## config.mk

```make
export PLATFORM = sky130hd
export DESIGN_NAME = ots_bank_mem
export DESIGN_NICKNAME = d
export VERILOG_FILES = /design/src/design/ots_bank_mem.sv
export SDC_FILE = /design/constraint.sdc
export NUM_CORES = 2
export LEC_CHECK = 0
export BUFFER_PORTS_ARGS = -buffer_cell sky130_fd_sc_hd__buf_2
export CAP_MARGIN = 30
export CORE_MARGIN = 2
export CORE_UTILIZATION = 45
export CTS_CLUSTER_DIAMETER = 100
export DETAILED_ROUTE_END_ITERATION = 7
export GPL_TIMING_DRIVEN = 0
export PLACE_DENSITY_LB_ADDON = 0.3
export SKIP_CTS_REPAIR_TIMING = 1
export SLEW_MARGIN = 20
export SYNTH_ARGS = -nofsm -noshare
export SYNTH_HDL_FRONTEND = slang
export SYNTH_SLANG_ARGS = --single-unit
```

## constraint.sdc

```tcl
create_clock -name aclk -period 4.2 [get_ports aclk]
set_input_delay 0.21 -clock aclk [delete_from_list [all_inputs] [get_ports aclk]]
set_output_delay 0.21 -clock aclk [all_outputs]
set_load 0.05 [all_outputs]
```

## src/design/ots_bank_mem.sv

```systemverilog
// Bank ready-time memory: one write port, one registered read port.
// Standalone; no package dependency.
`default_nettype none

module ots_bank_mem #(
    parameter int DEPTH = 64,
    parameter int AW    = 6,
    parameter int DW    = 48
) (
    input  wire logic          aclk,
    input  wire logic          we,
    input  wire logic [AW-1:0] waddr,
    input  wire logic [DW-1:0] wdata,
    input  wire logic [AW-1:0] raddr,
    output logic      [DW-1:0] rdata
);

    logic [DW-1:0] mem [DEPTH];

    // Write port
    always_ff @(posedge aclk) begin
        if (we) begin
            mem[waddr] <= wdata;
        end
    end

    // Registered read port
    always_ff @(posedge aclk) begin
        rdata <= mem[raddr];
    end

endmodule

`default_nettype wire

```

Word level (Yosys, flattened, before mapping). Memories as Yosys holds them, arrays and structs flattened. A register that Yosys moved wholly into a read port is not among the register bits. Cells that the tools add are included.

Register bits: 0. Latch bits: 0. Memory bits (writable): 3072. ROM bits: 0. Bits of input ports: 62. Output and inout bits: 48. Memories: 1.

Memories: mem (words 64, width 48, read ports 1, clocked after Yosys merged registers in 1, write ports 1, RTL line 18) `logic [DW-1:0] mem [DEPTH];`.

Add/sub/neg operators: 0. Multipliers: 0. Divide/modulo/power cells: 0. Magnitude comparators: 0. Eq/ne operators: 0. Shift-type cells: 0. Muxes and demuxes: 2. Bitwise gates (word level): 0. Reductions and logical operators: 0.

Operator list (number): 1-bit 2-to-1 mux (2).

Logic depth before layout (Yosys ltp).
Word-level depth: 2. Gate-level depth with buffers: 9.

Least setup slack after synthesis. No wires, ideal clock.

Path type: input to register. Start: input waddr[3]. End: memory mem[48][0] (enable). Library setup time: 0.513 ns. Arrival: 3.982 ns. Data required time: 3.687 ns. Path slack: -0.295 ns. Cell stages on the path: 4. Path buffers: 1. Path through: clkbuf_1 > nor2b_1 > nand4b_1 > nor3_1.

RTL lines: start: declaration (RTL line 12) `input wire logic [AW-1:0] waddr,`; end: declaration (RTL line 18).

Straight into the memory's write port.

==> flow_metrics.tcl <==
set metrics [dict create \
    whs_ns 0.09190 \
    dr.pass1.iters 6 \
    antenna_left 0 \
    post-place-cells 8716 \
    timing.critical_path.cells "buf_2, buf_2, buf_2, nand3b_1, clkbuf_1, o221ai_1, a21oi_1, a21oi_1, a221oi_1" \
    cts.reportedPaths.clkPinSlew_ns 0.06 \
    grt_max_degree 65 \
    synth_seq_area_share_pct 79.59 \
    placedInstanceArea_um2 127600 \
    number_of_buffer_cells_added_on_primary_ports 101 \
    synth_area_per_cell_um2 23.56 \
    final_nets 5761 \
    power.ir.vdd_worst_v 0.0004888 \
    postSynthNetCount 5032 \
    placeableCoreArea_um2 259200 \
    grt_first_pass_wirelength_mm 467.9 \
    fin_total_pwr_mw 65.54 \
    worst_path_max_delay_cell "a221oi_1" \
    crit_path_frequent_cell "buf_2" \
    post_synth_inst_count 4970 \
    routedWlPerCell_um 36.39 \
    floorplan.io_pins 110 \
    timing.hold.worst.class "in2reg" \
    synth.cell_area_um2 117100 \
    finalWirelength_mm 339.7 \
    sequential_cell_area_in_the_final_layout_um2 93210 \
    path_class "in2reg" \
    vias_per_cell 6.358 \
    floorplan.die_area_um2 264400 \
    worst_setup_path_start_kind "input port" \
    synth.yosys.warnings 0 \
    final_period_minus_worst_setup_slack_ns 3.313 \
    htreeDepth 5 \
    endpoint_kind "flip-flop" \
    tritoncts "yes" \
    final-hold-violation-count 0 \
    fin_skew_ns 0.03360 \
    clock_sink_count 3120 \
    tightest_slew_ns 1.120 \
    gp_congestion 0.8398 \
    p_leak_nw 43.27 \
    clk_latency_ns 0.94 \
    die_h_um 514.2 \
    maxCapViolations 0 \
    timing.critical_path.buf_inv 4 \
    buffer_type_at_the_clock_tree_root "clkbuf_16" \
    synth_enable_flop_cells 3072 \
    synth.distinct_cells 36 \
    maxSlewViolCount 0 \
    dpl_hpwl_mm 226.9 \
    grt.overflow.total 0 \
    via_count_of_the_first_global_routing_pass 58541 \
    clockBufferDepth 4 \
    cts-buffers-inserted 323 \
    yosys_most_used_dff "edfxtp_1" \
    worst_r2r_setup_slack_ns 1.73 \
    power.density_cell_area_nw_per_um2 474.5 \
    dr_total_vias 59352 \
    drc_errors 0 \
    synth_seq_cells 3120 \
    grt.total_usage_pct 25.57 \
    timing.critical_path.arrival_ns 4.06 \
    grt_setup_unrepaired "no" \
    finalInstanceArea_um2 138100 \
    status "finished clean" \
    max_clock_freq_ghz 0.3019 \
    filler_cell_count 19364 \
    std_cell_rows 187 \
    slew_headroom_pct 24.86 \
    max_stage_delay_ns 0.93 \
    wp_data_required_ns 4.94 \
    area.growth.synth_to_final_pct 17.93 \
    fin_crit_sh_pct 78.87 \
    initial_utilization_pct 45.18 \
    final_layout_size_suffix_gt1_share_pct 30.30 \
    antenna_violations_before_repair 20 \
    drt_first_iter_violations 9936 \
    report.final.setup_viol 0 \
    chipWidth_um 514.2 \
    async_set_or_reset_flop_fraction_in_the_synthesized_netlist_pct 0 \
    post_layout_nonfiller_instances 9335 \
    critical_path_peak_fanout 10 \
    cpLargestDelayFamily "compound AO/OA/AOI/OAI gates" \
    timing.setup.tns_ns 0 \
    multiInputGateArea_um2 22910 \
]
layout by cell type (no fill, tap or decap), types with 11 or more instances in the layout:
cell | Yosys | layout
nor2b_1 | 24 | 24
buf_16 | 0 | 80
edfxtp_1 | 3072 | 3072
mux2_2 | 12 | 12
o22ai_1 | 122 | 122
clkbuf_16 | 0 | 326
buf_8 | 0 | 26
clkbuf_8 | 0 | 14
buf_12 | 0 | 131
nand2_1 | 55 | 55
buf_2 | 98 | 178
buf_4 | 62 | 85
clkbuf_1 | 98 | 162
clkinv_1 | 0 | 65
clkinv_2 | 0 | 44
nor2_4 | 0 | 62
a22o_1 | 57 | 57
a221oi_1 | 83 | 82
a211oi_1 | 32 | 31
o221ai_1 | 28 | 28
mux2i_1 | 63 | 63
bufinv_16 | 0 | 19
mux4_2 | 754 | 754
a22oi_1 | 72 | 72
a21oi_1 | 74 | 74
nor2_1 | 132 | 70
dfxtp_1 | 48 | 48
dlygate4sd3_1 | 0 | 48
buf_1 | 12 | 12
buf_6 | 11 | 26
a311oi_1 | 11 | 11
layer usage:
layer  up-vias  global-route usage, %  share of wire (%)
li1      22995                      -                  -
met1     31901                  35.85                 38
met2      3816                  40.21                 47
met3       626                  5.360                 11
met4        14                  8.579                3.7
met5         -                      0              0.029
power by group:
group	total, mW	switching (mW)	leakage, nW	internal [mW]
clock	27.2	11.6	4.80	15.6
sequential	34.5	0.0649	28.0	34.5
combinational	3.82	2.57	10.4	1.25
metrics by stage:
stage	utilization (%)	setup slack, ns
3_3_place_gp	47.02	-2.957
4_1_cts	53.00	0.7833
5_1_grt	53.27	0.8659
2_1_floorplan	-	0.6440
6_report	53.28	0.8873
3_5_place_dp	49.23	-0.2393
flip-flops by register name, indices dropped and copies added (netlist names):
signal,cells
mem,3072
rdata,48
area by class of cell:
class	count	share of cell area, %
Antenna cell	6	0.01087
Buffer	282	1.092
Clock buffer	412	6.242
Clock inverter	141	0.8352
Multi-Input combinational cell	1568	16.59
Sequential cell	3120	67.49
Tap cell	3402	3.082
Timing Repair Buffer	404	4.666
final timing paths:
path / startpoint / end / depth (start not counted)
setup reg to reg: mem[55][34]$_DFFE_PP_ / rdata[34]$_DFF_P_ / 5
hold / removal: waddr[2] / mem[49][9]$_DFFE_PP_ / 2
setup / recovery: raddr[3] / rdata[40]$_DFF_P_ / 9
hold reg to reg: mem[58][36]$_DFFE_PP_ / rdata[36]$_DFF_P_ / 4
synth_stat cells (32+ instances only):
library cell / count / share of area [%]
edfxtp_1: 3072 / 79
mux4_2: 754 / 14
nor2_1: 132 / 0.42
o22ai_1: 122 / 0.65
buf_2: 98 / 0.42
clkbuf_1: 98 / 0.31
a221oi_1: 83 / 0.62
a21oi_1: 74 / 0.32
a22oi_1: 72 / 0.46
mux2i_1: 63 / 0.54
buf_4: 62 / 0.40
a22o_1: 57 / 0.43
nand2_1: 55 / 0.18
dfxtp_1: 48 / 0.82
a211oi_1: 32 / 0.21
cell families after synthesis:
family / share of synthesized area [%]
buffers and inverters: 1.279
AO/OA/AOI/OAI: 3.024
AND/OR/NAND/NOR: 0.9572
flip-flops: 79.59
multiplexers: 15.15
Power figures use the tool's default switching activity.
