## src/design/ots_pkg.sv

```systemverilog
// Shared types and constants for the operation timing scoreboard.
// Used by ots_latency and op_timing_scoreboard; depends on nothing.
`default_nettype none

package ots_pkg;

    // Operation codes; codes above OP_FENCE are no-ops
    typedef enum logic [3:0] {
        OP_MSET      = 4'd0,
        OP_MVIN      = 4'd1,
        OP_MVOUT     = 4'd2,
        OP_MATMUL    = 4'd3,
        OP_BIAS      = 4'd4,
        OP_IM2COL    = 4'd5,
        OP_QUANT_F32 = 4'd6,
        OP_QUANT_I32 = 4'd7,
        OP_TRANSPOSE = 4'd8,
        OP_FENCE     = 4'd9
    } op_t;

    // Execution units
    localparam int NUM_UNITS = 6;
    localparam logic [2:0] UNIT_MATMUL    = 3'd0;
    localparam logic [2:0] UNIT_IM2COL    = 3'd1;
    localparam logic [2:0] UNIT_QUANT     = 3'd2;
    localparam logic [2:0] UNIT_TRANSPOSE = 3'd3;
    localparam logic [2:0] UNIT_MVIN      = 3'd4;
    localparam logic [2:0] UNIT_MVOUT     = 3'd5;

    // Latency word width and matmul tile shift (tile of 16)
    localparam int LAT_W      = 36;
    localparam int TILE_SHIFT = 4;

    // Stream widths
    localparam int ITEM_W      = 86;
    localparam int S_TDATA_W   = 88;
    localparam int OUT_FIELD_W = 48;
    localparam int M_TDATA_W   = 6 * OUT_FIELD_W;

    // One operation, last field in the lowest bits
    typedef struct packed {
        logic        write_valid;
        logic [5:0]  write_bank;
        logic        read_b_valid;
        logic [5:0]  read_bank_b;
        logic        read_a_valid;
        logic [5:0]  read_bank_a;
        logic [35:0] matmul_shape;
        logic [7:0]  kernel_size;
        logic        size_known;
        logic [15:0] amount;
        logic [3:0]  operation;
    } item_t;

    typedef struct packed {
        logic       used;
        logic [2:0] idx;
    } unit_sel_t;

    // Map an operation to the unit it occupies
    function automatic unit_sel_t unit_of(logic [3:0] op);
        unit_sel_t u;
        u = '{used: 1'b1, idx: UNIT_MATMUL};
        unique case (op)
            OP_MVIN:      u.idx = UNIT_MVIN;
            OP_MVOUT:     u.idx = UNIT_MVOUT;
            OP_MATMUL:    u.idx = UNIT_MATMUL;
            OP_BIAS:      u.idx = UNIT_MATMUL;
            OP_IM2COL:    u.idx = UNIT_IM2COL;
            OP_QUANT_F32: u.idx = UNIT_QUANT;
            OP_QUANT_I32: u.idx = UNIT_QUANT;
            OP_TRANSPOSE: u.idx = UNIT_TRANSPOSE;
            default:      u.used = 1'b0;
        endcase
        return u;
    endfunction

endpackage

`default_nettype wire

```

## src/design/ots_latency.sv

```systemverilog
// Latency unit: two registered multiply stages, then per-kind selection.
// Depends on ots_pkg for the item layout and operation codes.
`default_nettype none

module ots_latency (
    input  wire logic                      aclk,
    input  wire ots_pkg::item_t            item,
    output logic [ots_pkg::LAT_W-1:0]      lat
);

    logic [23:0] rc_reg;
    logic [23:0] ak_reg;
    logic [11:0] k_reg;
    logic [7:0]  ks_reg;
    logic [35:0] rck_reg;
    logic [23:0] rc2_reg;
    logic [31:0] akk_reg;
    logic [15:0] amin;

    // First products: rows*cols and amount*kernel
    always_ff @(posedge aclk) begin
        rc_reg <= item.matmul_shape[11:0] * item.matmul_shape[23:12];
        ak_reg <= item.amount * item.kernel_size;
        k_reg  <= item.matmul_shape[35:24];
        ks_reg <= item.kernel_size;
    end

    // Second products
    always_ff @(posedge aclk) begin
        rck_reg <= rc_reg * k_reg;
        rc2_reg <= rc_reg;
        akk_reg <= ak_reg * ks_reg;
    end

    assign amin = (item.amount == 16'd0) ? 16'd1 : item.amount;

    // Pick the latency of this kind
    always_comb begin
        lat = '0;
        unique case (item.operation)
            ots_pkg::OP_MSET, ots_pkg::OP_BIAS, ots_pkg::OP_FENCE: begin
                lat = (item.operation == ots_pkg::OP_BIAS) ? 36'd4 : 36'd1;
            end
            ots_pkg::OP_MVIN, ots_pkg::OP_MVOUT, ots_pkg::OP_QUANT_F32: begin
                lat = item.size_known ? 36'(amin) : '0;
            end
            ots_pkg::OP_QUANT_I32: begin
                lat = item.size_known ? 36'(amin) + 36'd4 : '0;
            end
            ots_pkg::OP_MATMUL: begin
                lat = item.size_known
                    ? 36'(rck_reg >> ots_pkg::TILE_SHIFT) + 36'(rc2_reg >> 1) : '0;
            end
            ots_pkg::OP_IM2COL: begin
                if (item.size_known && item.amount != 16'd0) begin
                    lat = (akk_reg < 32'd16) ? 36'd16 : 36'(akk_reg);
                end
            end
            ots_pkg::OP_TRANSPOSE: begin
                lat = item.size_known ? 36'({item.amount, 5'b0}) : '0;
            end
            default: lat = '0;
        endcase
    end

endmodule

`default_nettype wire

```

## config.mk

```make
export PLATFORM = sky130hd
export DESIGN_NAME = ots_latency
export DESIGN_NICKNAME = d
export VERILOG_FILES = /design/src/design/ots_pkg.sv /design/src/design/ots_latency.sv
export SDC_FILE = /design/constraint.sdc
export NUM_CORES = 2
export LEC_CHECK = 0
export ABC_CLOCK_PERIOD_IN_PS = 9500
export BUFFER_PORTS_ARGS = -buffer_cell sky130_fd_sc_hd__buf_2
export CORE_UTILIZATION = 41
export CTS_CLUSTER_SIZE = 12
export DETAILED_ROUTE_END_ITERATION = 12
export MAX_ROUTING_LAYER = met4
export PLACE_DENSITY = 0.66
export SYNTH_ARGS = -nofsm -noshare
export SYNTH_HDL_FRONTEND = slang
export SYNTH_SLANG_ARGS = --single-unit
```

## constraint.sdc

```tcl
create_clock -name aclk -period 9.5 [get_ports aclk]
set_clock_uncertainty 0.15 [all_clocks]
set_input_delay 0.95 -clock aclk [delete_from_list [all_inputs] [get_ports aclk]]
set_output_delay 0.95 -clock aclk [all_outputs]
set_load 0.005 [all_outputs]
```

Word-level counts from Yosys, hierarchy flattened --
Index checks and enable logic that the tools add are counted.
Operators by class: $add $sub $neg 2, multipliers 4, magnitude comparators 1, equal/unequal tests 9, mux-type cells 9, reductions and logical operators 6
Operators with widths (count):
- 33-bit case mux with 6 select lines | 1
- 32-bit 2-to-1 mux | 2
- 24-bit by 12-bit multiplier with 36-bit output | 1
- 32-bit by 23-bit adder with 33-bit output | 1
- 33-bit 2-to-1 mux | 1
- 32-bit by 5-bit less-than comparator with 1-bit output (second input constant) | 1
- 24-bit by 8-bit multiplier with 32-bit output | 1
- 16-bit 2-to-1 mux | 2
- 12-bit by 12-bit multiplier with 24-bit output | 1
- 16-bit by 8-bit multiplier with 24-bit output | 1
- 21-bit 2-to-1 mux | 1
- 16-bit by 3-bit adder with 17-bit output (second input constant) | 1
- 17-bit 2-to-1 mux | 1
- 4-bit by 3-bit == test with 1-bit output (second input constant) | 4
- 16-bit logical NOT | 1
- 16-bit nonzero test | 1
- 4-bit by 2-bit == test with 1-bit output (second input constant) | 2
- 4-bit == test (second input constant) | 2
- 3-bit OR reduction | 2
- 4-bit by 1-bit == test with 1-bit output (second input constant) | 1
- 4-bit logical NOT | 1
- 3-bit 2-to-1 mux | 1
- 1-bit logical AND | 1
Word-level totals: bits in registers 160, input port bits 87, output and inout bits 36, word-level logic and storage cells 38

Logic depth before layout (Yosys ltp) --
depth in word-level cells 5, gate-level depth with buffers 21, depth with buffers taken out 20

Worst setup path after synthesis --
No wires, ideal clock.
path type input port to flip-flop, start point input port item[38] (netlist name), end point register rc_reg[23], library setup time 0.121 ns, data arrival time 5.703 ns, required time 9.229 ns, slack 3.527 ns, cell stages on the path 19, buffers on the path 1, cell sequence clkbuf_1 nand2_1 fa_1 inv_1 fa_1 fa_1 fa_1 inv_1 fa_1 inv_1 ha_1 nand2_1 o21bai_1 nor3_1 a2111oi_0 or3_1 o311ai_1 o31a_1 xnor2_1
On the way: word-level cells in the longest chain between the ends 1
RTL lines:
- start: declaration | RTL line ots_latency.sv:7 | input wire ots_pkg::item_t item,
- 12-bit by 12-bit multiplier with 24-bit output | RTL line ots_latency.sv:22 | rc_reg <= item.matmul_shape[11:0] * item.matmul_shape[23:12];
- end signal: assignment | RTL line ots_latency.sv:22
- end: declaration | RTL line ots_latency.sv:11 | logic [23:0] rc_reg;
Every way passes these cells.

Worst setup path in the final report --
start point register k_reg[6], end point register rck_reg[35]
On the way: word-level cells in the longest chain between the ends 1
RTL lines:
- start: declaration | RTL line ots_latency.sv:13 | logic [11:0] k_reg;
- start signal: assignment | RTL line ots_latency.sv:24 | k_reg <= item.matmul_shape[35:24];
- 24-bit by 12-bit multiplier with 36-bit output | RTL line ots_latency.sv:30 | rck_reg <= rc_reg * k_reg;
- end signal: assignment | RTL line ots_latency.sv:30
- end: declaration | RTL line ots_latency.sv:15 | logic [35:0] rck_reg;
Every way passes these cells.

==> reports/results.ini <==
[outcome]
status=finished clean

[clock_network]
clock_path_buffers=2
clk_pin_slew_ps=70
cts_setup_buffers=0
htree_levels=4
ctsHoldBuffers=0
cts_inserted_buffers=17
cts_tree=yes
cts_root_buffer=clkbuf_16
cts_resized=0
clock_latency_ps=490
cts_sinks=155

[hold_path]
hold_path_class=input port to flip-flop

[sta]
holdWs_ps=406
fin_crit_ps=6570
slew_violations=0
min_period_over_period=0.692
timing.fmax_ghz=0.152
setup_viol=0
slew-limit-headroom=0.181
setup_tns_ps=0
finalHoldViolCount=0
rsz0062_at_grt=no
worstMarginPinSlew_ps=1220

[logic_synthesis]
seq_area_frac_synth=0.108
yosys_warnings=0
netlist_instances=3300
syn_area_sq_um=28700
synthArstFlopShare=0
yosys_register_bits=155
yosysUniqueCellTypes=76
ys.flop_type=dfxtp_1
post_synth.cell_area_avg_sq_um=8.71
synth_edf_count=0

[routing]
post-route-drc-count=0
drt_pass1_iterations=6
avgViaCountPerCell=5.10
routedWlPerCell_microns=16.3
vias=21600
drt_wl_total_microns=69100
first_iter_violations=1459
ant_nets=0

[floorplan]
initial_core_util=0.417
rows=96
dieWidth_microns=267
core-area_sq_um=68900
io_pins=123
die_h_microns=267
dieArea_sq_um=71100

[cells_and_area]
syn2layout_area_growth_pct=6.51
postLayoutCellArea_sq_um=30600
fin_nets=4169
drive_gt1_frac=0.0484

[critical_path]
arrival_ps=6830
start_kind=flip-flop
cp.required_ps=9760
crit_path_end_kind=flip-flop
critPathMaxFanout=24
critical_path_class=flip-flop to flip-flop

[global_route]
grt_max_degree=28
grtUsageTotal=0.213
grt_pass1_wl_microns=117000
grt_pass1_vias=22800
grt_overflow=0
antenna_found_initial=1

[flow_run]
cap_violations=0

[placed_design]
dp_hpwl_microns=55400
placed_area_sq_um=29900
place.gp.congestion=0.916
io_buffer_count=98

worst max-delay path: stages (launching register included):
cell	delay, ps
dfxtp_1	960
nand2_1	180
fa_1	570
inv_1	60
fa_1	550
fa_1	430
fa_1	490
inv_1	50
fa_1	490
inv_1	50
ha_1	430
and4_4	310
nand3_4	90
or4_1	600
a31oi_1	460
o31a_2	260
a311oi_1	90
o21bai_1	160
xnor2_1	120
Yosys cell counts, drive strengths merged, types with 9 or more instances:
library cell | instances | area, sq um
and3 | 22 | 139
nor3 | 39 | 195
o21a | 22 | 165
xor2 | 37 | 324
fa | 537 | 10800
a31oi | 17 | 106
nand3 | 45 | 238
a211oi | 15 | 113
nor2 | 95 | 357
o21ai | 73 | 365
xnor2 | 74 | 648
ha | 254 | 3180
a21oi | 86 | 434
o21bai | 13 | 97.6
and2 | 300 | 1880
o211ai | 11 | 82.6
a222oi | 10 | 100
nand2b | 15 | 93.8
nand2 | 519 | 1950
inv | 623 | 2340
nor4 | 12 | 75.1
nand4 | 21 | 131
dfxtp | 155 | 3100
clkbuf | 133 | 499
a21o | 50 | 379
or3 | 9 | 56.3
nor2b | 15 | 93.8
a22oi | 9 | 67.6
per-layer routing:
metal | up-vias | routed length (microns) | global-route usage
met5 | - | 0 | -
met4 | 0 | 1470 | 0.0570
met3 | 97 | 3440 | 0.0251
met2 | 537 | 34000 | 0.363
met1 | 10800 | 30200 | 0.268
li1 | 10200 | - | -
through the flow:
stage | std cells | utilization | setup WS, ps
6_report | 4236 | 0.444 | 2930
3_5_place_dp | 4203 | 0.434 | 3010
5_1_grt | 4236 | 0.444 | 2650
3_3_place_gp | 4203 | 0.434 | 3040
2_1_floorplan | 3302 | - | 3530
4_1_cts | 4235 | 0.444 | 2980
layout make-up:
class	count	area [sq um]
fill	6830	38300
multi-input combinational	2387	22800
sequential	155	3100
inverter	623	2340
tap	931	1160
timing repair buffer	107	558
clock buffer	20	447
clock inverter	12	210
antenna	1	2.50
layout by cell type (no fill, tap or decap), drive strengths merged, types with 21 or more instances in the layout:
cell type  instances
o21ai             73
nand3             45
nor2              95
xnor2             74
xor2              37
a21o              50
and3              22
inv              626
dfxtp            155
ha               254
nand4             21
a21oi             86
buf              107
o21a              22
nand2            519
fa               537
nor3              39
and2             300
path summary, 6_finish.rpt:
| check | depth (start not counted) | startpoint | end | slack (ps) |
|---|---|---|---|---|
| setup / recovery | 18 | k_reg[6] | rck_reg[35] | 2930 |
| setup reg to reg | 18 | k_reg[6] | rck_reg[35] | 2930 |
| hold reg to reg | 0 | rc_reg[1] | rc2_reg[1] | 470 |
| hold / removal | 1 | item[58] | k_reg[5] | 410 |
cells by family after synthesis:
kind of cell / share of synthesized area
XOR/XNOR: 0.0338
AO/OA/AOI/OAI: 0.0854
adder cells (fa/ha/maj): 0.485
buffers and inverters: 0.0997
AND/OR/NAND/NOR: 0.187
other: 0.000131
multiplexers: 0.00105
flip-flops: 0.108
Power is not shown: default switching activity piles up to over one toggle a cycle in this logic, so the estimate is an artifact.
